### src/hdl/dvp_pkg.sv
`default_nettype none

package dvp_pkg;

  localparam int unsigned CHAR_W    = 8;
  localparam int unsigned VAL_W     = 32;
  localparam int unsigned DCNT_W    = 4;
  localparam int unsigned PART_W    = 2;
  localparam int unsigned PROD_W    = VAL_W + 4;

  localparam logic [DCNT_W-1:0] MAX_DIGITS = DCNT_W'(10);
  localparam logic [PART_W-1:0] LAST_PART  = PART_W'(2);

  localparam logic [CHAR_W-1:0] CH_ZERO  = 8'h30;
  localparam logic [CHAR_W-1:0] CH_NINE  = 8'h39;
  localparam logic [CHAR_W-1:0] CH_LOW_V = 8'h76;
  localparam logic [CHAR_W-1:0] CH_UP_V  = 8'h56;
  localparam logic [CHAR_W-1:0] CH_DOT   = 8'h2E;

  typedef struct packed {
    logic [CHAR_W-1:0] character;
    logic              no_char;
    logic              end_of_text;
  } in_item_t;

  typedef struct packed {
    logic             ok;
    logic [VAL_W-1:0] major_value;
    logic [VAL_W-1:0] minor_value;
    logic [VAL_W-1:0] patch_value;
  } result_t;

  typedef struct packed {
    logic              at_start;
    logic [PART_W-1:0] part_number;
    logic [DCNT_W-1:0] digit_count;
    logic              leads_with_zero;
    logic [VAL_W-1:0]  accumulator;
    logic              failed;
    logic [VAL_W-1:0]  held_major;
    logic [VAL_W-1:0]  held_minor;
  } parse_state_t;

  localparam parse_state_t PARSE_RESET = '{
    at_start:        1'b1,
    part_number:     '0,
    digit_count:     '0,
    leads_with_zero: 1'b0,
    accumulator:     '0,
    failed:          1'b0,
    held_major:      '0,
    held_minor:      '0
  };

endpackage

`default_nettype wire

### src/hdl/dvp_in_stage.sv
`default_nettype none

module dvp_in_stage
  import dvp_pkg::*;
(
  input  wire logic     clk,
  input  wire logic     rst_n,
  input  wire logic     in_valid,
  output logic          in_ready,
  input  wire in_item_t in_item,
  input  wire logic     take,
  output logic          item_valid,
  output in_item_t      item
);

  logic     valid_r;
  logic     valid_nxt;
  in_item_t item_r;

  assign in_ready  = !valid_r || take;
  assign valid_nxt = in_valid ? 1'b1 : (valid_r && !take);

  always_ff @(posedge clk) begin
    if (!rst_n) begin
      valid_r <= 1'b0;
    end else begin
      valid_r <= valid_nxt;
    end
  end

  always_ff @(posedge clk) begin
    if (in_valid && in_ready) begin
      item_r <= in_item;
    end
  end

  assign item_valid = valid_r;
  assign item       = item_r;

endmodule

`default_nettype wire

### src/hdl/dvp_parser.sv
`default_nettype none

module dvp_parser
  import dvp_pkg::*;
(
  input  wire logic     clk,
  input  wire logic     rst_n,
  input  wire logic     item_valid,
  input  wire in_item_t item,
  input  wire logic     out_space,
  output logic          take,
  output logic          res_valid,
  output result_t       res
);

  parse_state_t st_r;
  parse_state_t st_nxt;
  parse_state_t upd;
  logic [CHAR_W-1:0] ch;
  logic [3:0]        digit;
  logic [PROD_W-1:0] prod;
  logic              good;

  assign take      = item_valid && (!item.end_of_text || out_space);
  assign res_valid = take && item.end_of_text;

  assign ch    = item.character;
  assign digit = 4'(ch - CH_ZERO);
  // acc * 10 + digit as shifts and adds
  assign prod  = {st_r.accumulator, 3'b000} + {2'b00, st_r.accumulator, 1'b0}
               + PROD_W'(digit);

  always_comb begin
    upd = st_r;
    if (!item.no_char) begin
      upd.at_start = 1'b0;
      if (st_r.failed) begin
        upd.failed = 1'b1;
      end else if (st_r.at_start && (ch == CH_LOW_V || ch == CH_UP_V)) begin
        upd.failed = 1'b0;
      end else if (ch inside {[CH_ZERO:CH_NINE]}) begin
        if (st_r.digit_count >= MAX_DIGITS
            || (st_r.digit_count != '0 && st_r.leads_with_zero)) begin
          upd.failed = 1'b1;
        end else if (prod[PROD_W-1:VAL_W] != '0) begin
          upd.failed = 1'b1;
        end else begin
          if (st_r.digit_count == '0) begin
            upd.leads_with_zero = (ch == CH_ZERO);
          end
          upd.accumulator = prod[VAL_W-1:0];
          upd.digit_count = st_r.digit_count + DCNT_W'(1);
        end
      end else if (ch == CH_DOT) begin
        if (st_r.digit_count == '0 || st_r.part_number >= LAST_PART) begin
          upd.failed = 1'b1;
        end else begin
          if (st_r.part_number == '0) begin
            upd.held_major = st_r.accumulator;
          end else begin
            upd.held_minor = st_r.accumulator;
          end
          upd.part_number     = st_r.part_number + PART_W'(1);
          upd.digit_count     = '0;
          upd.leads_with_zero = 1'b0;
          upd.accumulator     = '0;
        end
      end else begin
        upd.failed = 1'b1;
      end
    end
  end

  assign good = !upd.failed && upd.part_number == LAST_PART && upd.digit_count != '0;

  always_comb begin
    res.ok          = good;
    res.major_value = good ? upd.held_major  : '0;
    res.minor_value = good ? upd.held_minor  : '0;
    res.patch_value = good ? upd.accumulator : '0;
  end

  always_comb begin
    st_nxt = st_r;
    if (take) begin
      st_nxt = item.end_of_text ? PARSE_RESET : upd;
    end
  end

  always_ff @(posedge clk) begin
    if (!rst_n) begin
      st_r <= PARSE_RESET;
    end else begin
      st_r <= st_nxt;
    end
  end

endmodule

`default_nettype wire

### src/hdl/dvp_out_stage.sv
`default_nettype none

module dvp_out_stage
  import dvp_pkg::*;
(
  input  wire logic    clk,
  input  wire logic    rst_n,
  input  wire logic    res_valid,
  input  wire result_t res,
  output logic         out_space,
  output logic         out_valid,
  input  wire logic    out_ready,
  output result_t      out_res
);

  logic    valid_r;
  logic    valid_nxt;
  result_t res_r;

  assign out_space = !valid_r || out_ready;
  assign valid_nxt = res_valid ? 1'b1 : (valid_r && !out_ready);

  always_ff @(posedge clk) begin
    if (!rst_n) begin
      valid_r <= 1'b0;
    end else begin
      valid_r <= valid_nxt;
    end
  end

  always_ff @(posedge clk) begin
    if (res_valid) begin
      res_r <= res;
    end
  end

  assign out_valid = valid_r;
  assign out_res   = res_r;

endmodule

`default_nettype wire

### src/hdl/dotted_version_parser_core.sv
// Dotted version parser. Feed a version string one byte per transaction
// (in_character), flagging the final one with in_end_of_text; exactly one
// result transaction comes out for each string, carrying out_ok and the
// major, minor and patch numbers (all zero unless out_ok). Accepted form:
// an optional leading 'v' or 'V', then three decimal parts split by two
// dots, each 1 to 10 digits, no leading zero except a lone 0, and each at
// most 4294967295. An empty string is sent as a single transaction with
// in_no_char and in_end_of_text set and reports not ok; a no_char
// transaction that is not last is ignored. Throughput is one byte per
// cycle, but a last byte waits on a full result register; the per-byte
// multiply-by-ten, overflow check and state update sit between the input
// register and the parse-state/result registers. Both channels use
// valid/ready; the output register lets the next string start while a
// result waits for out_ready.
`default_nettype none

module dotted_version_parser_core
  import dvp_pkg::*;
(
  input  wire logic              clk,
  input  wire logic              rst_n,
  input  wire logic              in_valid,
  output logic                   in_ready,
  input  wire logic [CHAR_W-1:0] in_character,
  input  wire logic              in_no_char,
  input  wire logic              in_end_of_text,
  output logic                   out_valid,
  input  wire logic              out_ready,
  output logic                   out_ok,
  output logic [VAL_W-1:0]       out_major_value,
  output logic [VAL_W-1:0]       out_minor_value,
  output logic [VAL_W-1:0]       out_patch_value
);

  in_item_t in_item;
  in_item_t item;
  logic     item_valid;
  logic     take;
  logic     out_space;
  logic     res_valid;
  result_t  res;
  result_t  out_res;

  assign in_item.character   = in_character;
  assign in_item.no_char     = in_no_char;
  assign in_item.end_of_text = in_end_of_text;

  // input register; refilled in the same cycle the parser consumes it
  dvp_in_stage u_in (
    .clk        (clk),
    .rst_n      (rst_n),
    .in_valid   (in_valid),
    .in_ready   (in_ready),
    .in_item    (in_item),
    .take       (take),
    .item_valid (item_valid),
    .item       (item)
  );

  // parse state and per-byte step; stalls only on a last byte when the
  // result register is full and not being drained
  dvp_parser u_parse (
    .clk        (clk),
    .rst_n      (rst_n),
    .item_valid (item_valid),
    .item       (item),
    .out_space  (out_space),
    .take       (take),
    .res_valid  (res_valid),
    .res        (res)
  );

  // result register
  dvp_out_stage u_out (
    .clk       (clk),
    .rst_n     (rst_n),
    .res_valid (res_valid),
    .res       (res),
    .out_space (out_space),
    .out_valid (out_valid),
    .out_ready (out_ready),
    .out_res   (out_res)
  );

  assign out_ok          = out_res.ok;
  assign out_major_value = out_res.major_value;
  assign out_minor_value = out_res.minor_value;
  assign out_patch_value = out_res.patch_value;

endmodule

`default_nettype wire

### config.mk
export PLATFORM = sky130hd
export DESIGN_NAME = dotted_version_parser_core
export DESIGN_NICKNAME = d
export VERILOG_FILES = /design/src/hdl/dvp_pkg.sv /design/src/hdl/dvp_in_stage.sv /design/src/hdl/dvp_parser.sv /design/src/hdl/dvp_out_stage.sv /design/src/hdl/dotted_version_parser_core.sv
export SDC_FILE = /design/constraint.sdc
export NUM_CORES = 1
export LEC_CHECK = 0
export ABC_CLOCK_PERIOD_IN_PS = 4500
export BUFFER_PORTS_ARGS = -buffer_cell sky130_fd_sc_hd__buf_4
export CAP_MARGIN = 10
export CORE_UTILIZATION = 30
export CTS_CLUSTER_DIAMETER = 150
export DETAILED_ROUTE_END_ITERATION = 16
export GPL_ROUTABILITY_DRIVEN = 1
export REMOVE_ABC_BUFFERS = 1
export SKIP_LAST_GASP = 1
export SYNTH_ARGS = -nofsm -noshare
export SYNTH_HDL_FRONTEND = slang
export SYNTH_HIERARCHICAL = 1
export SYNTH_SLANG_ARGS = --single-unit
### constraint.sdc
create_clock -name clk -period 4.5 [get_ports clk]
set_input_delay 0.675 -clock clk [delete_from_list [all_inputs] [get_ports clk]]
set_output_delay 0.675 -clock clk [all_outputs]
set_load 0.005 [all_outputs]
==> results.yml <==
pwr:
  powerDensity_nw_per_um2: 309.3
  leakage_uw: 0.005139
  ir_worst_vdd_mv: 0.2543
setup_path:
  cp.depth: 16
  cp-end-kind: "flip-flop"
  crit_arrival_ps: 4580
  cp-startpoint: "u_in/item[5]$_DFFE_PP_"
  path_cells: "inv_1 > fa_1 > inv_1 > fa_2 > a21o_1 > a221o_2 > a211oi_4 > o22ai_4 > o41ai_2 > buf_4 > o21ai_1 > or3_4 > a21oi_4 > buf_6 > buf_12 > nor4b_1"
  required_ps: 4710
  worstRegToRegCells: 16
  path_max_fanout: 20
  critPathKind: "reg2reg"
  r2r_start: "u_in/item[5]$_DFFE_PP_"
  critPathMaxStageDelay_ps: 530
  path_buf_inv: 5
  slowest_stage: "fa_1"
  start_kind: "flip-flop"
  cpMostUsedCell: "inv_1"
  path_delay_family: "compound AO/OA/AOI/OAI gates"
cells_and_area:
  antennaDiodeCount: 0
  nets: 1352
  drive_above_1_share_pct: 19.36
  areaGrowthSynthToFinish_pct: 21.55
  instances_no_fill: 1797
timing:
  layout_min_cycle_time_ps: 4366
  rsz0062_at_grt: "true"
  clock_skew_ps: 27.16
  relSlewSlack_pct: 23.89
  setup_viol: 0
  hold_viol: 0
  timing.final.ws_setup_ps: 134.2
  fin_crit_sh_pct: 97.02
  max_freq_mhz: 229.1
  drv_slew: 0
  tightest_slew_ps: 1137
min_path:
  hold_path_class: "in2reg"
  min-delay-start: "in_character[5]"
  whs_path_depth: 1
global_routing:
  grt_max_degree: 84
  antenna_found_initial: 0
  grt.met3_usage_pct: 2.010
  met2_usage_pct: 27.15
  grt_pass1_wl_um: 52040
  grt_pass1_vias: 9343
  grtUsageMet1_pct: 23.23
  overflow: 0
  grt.busiest_layer: "met2"
  grt_usage_pct: 16.58
synthesis:
  yosys-top-cells-area: "edfxtp_1 28%, dfxtp_1 19%, ha_1 7.4%"
  ys.warnings.count: 6
  yosysTopAreaCell: "edfxtp_1"
  synth-seq-cells: 214
  yosysTopAreaCellShare_pct: 27.80
  synth-seq-area-share_pct: 46.33
  synthCells: 1168
  synth-main-ff-cell: "edfxtp_1"
  ys_types: 72
  synth-async-reset-ratio_pct: 0
  synthTopCellsByCount: "107 x dfxtp_1, 107 x edfxtp_1, 101 x nor2_1"
  synth.avg_cell_area_um2: 9.896
  syn_area_um2: 11560
  synth_edf_count: 107
drt:
  post-route-drc-count: 0
  drt_iter0_markers: 676
  viasPerCell: 5.194
  wl_per_cell_um: 18.17
  num_vias: 9334
  routed_wl_um: 32650
  ant_nets: 0
  first_pass_iters: 5
floorplan:
  initial_utilization_pct: 30.61
  dieArea_um2: 39320
  fp.coreArea_um2: 37760
  num_rows: 71
  dieHeight_um: 198.3
  die_x_um: 198.3
  io_pins: 113
place:
  io_buffers: 112
  dp_cells: 1742
  place_ws_ps: -63.50
  gp_congestion: 0.8459
  hpwl_um: 21540
run:
  drv_cap: 0
clock_network:
  tritoncts: "done"
  clock_path_buffers: 3
  cts-htree-levels: 1
  cts_inserted_buffers: 25
  clk_pin_slew_ps: 50
  cts-root-buf: "clkbuf_16"
  clk-insertion-delay-late_ps: 540
  hold_buffers: 0
  clock-sinks: 214
outcome:
  status: "finished clean"
report_power, final:
group          leakage, µW  switching (µW)  internal (µW)
clock network     0.000404             820           1240
logic              0.00286             121           66.3
registers          0.00187            16.4           2080
total              0.00514             957           3390
layer usage:
layer	wire (µm)	up-vias	part of all wire, %
met5	0	-	0
met4	580	0	1.8
met3	1596	39	4.9
met2	15060	221	46
met1	15410	4537	47
li1	-	4537	-
cells by family (layout without fill, tap and decap cells):
kind of cell / Yosys count / count (layout) / synth area share [%]
AND/OR/NAND/NOR: 407 / 407 / 19.72
AO/OA/AOI/OAI: 302 / 302 / 16.80
flip-flops: 214 / 214 / 46.33
buffers and inverters: 113 / 231 / 4.362
adder cells (fa/ha/maj): 70 / 70 / 7.707
multiplexers: 34 / 34 / 2.955
XOR/XNOR: 28 / 28 / 2.122
path summary, 6_finish.rpt:
kind	end	slack, ps
setup / recovery	u_out/out_res[92]$_DFFE_PP_	130
hold / removal	u_in/item[7]$_DFFE_PP_	340
setup reg to reg	u_out/out_res[92]$_DFFE_PP_	130
hold reg to reg	u_parse/st_r[97]$_SDFFE_PN0P_	460
final cells by class:
cell class | instances | area [µm²]
repair buffers | 163 | 1299
clock inverters | 12 | 150.1
inverters | 23 | 88.84
fillers | 3810 | 23710
flip-flops and latches | 214 | 5356
well taps | 511 | 639.4
multi-input cells | 841 | 5831
clock buffers | 33 | 685.7
repair_timing:
| item | 4_1_cts | 5_1_grt |
|---|---|---|
| buffers inserted | 1 | 8 |
| resized for setup | 2 | 21 |
| cloned | 0 | 1 |
| pin swaps | 2 | 8 |
| setup endpoints to repair | 78 | 98 |
worst reg2reg max path, delay by kind of cell (launching register included):
kind / cells / cell delay (ps)
and+or+nand+nor: 2 / 450
DFF: 1 / 340
AOI/OAI and AO/OA: 7 / 1680
buffers and inverters: 5 / 680
adders and majority gates: 2 / 900
placed cells by master (no fill, tap or decap), types with 9 or more instances in the layout:
cell	Yosys	layout
a21o_1	12	12
a21oi_1	92	92
a22o_1	14	14
a22oi_1	63	63
and2_1	56	56
buf_4	5	156
clkbuf_16	0	26
dfxtp_1	107	106
edfxtp_1	107	107
ha_1	68	67
inv_1	22	21
mux2i_1	33	33
nand2_1	82	82
nand3_1	9	9
nand4_1	15	15
nor2_1	101	98
nor3_1	36	35
nor3_2	9	10
nor4b_1	64	61
o21ai_0	68	66
xnor2_1	15	15
xor2_1	13	13
sequential cells by signal, indices dropped and copies added, names as in the netlist:
signal           count
u_in/item_valid      1
u_out/out_res       97
u_in/item           10
u_out/out_valid      1
u_parse/st_r       105
metrics by stage:
step	setup TNS, ps	util (%)	total power, µW	cell area, µm²	hold WS [ps]
after detailed placement	-255.4	34.50	2323	13030	458.2
after floorplan	-701080	-	2207	11140	435.3
after global routing	-30.87	37.21	4500	14050	317.2
final	0	37.21	4346	14050	335.0
after global placement	0	34.50	2322	13030	446.0
after CTS	0	36.79	4400	13890	313.6
No activity file was read; power rests on OpenSTA's default activity.
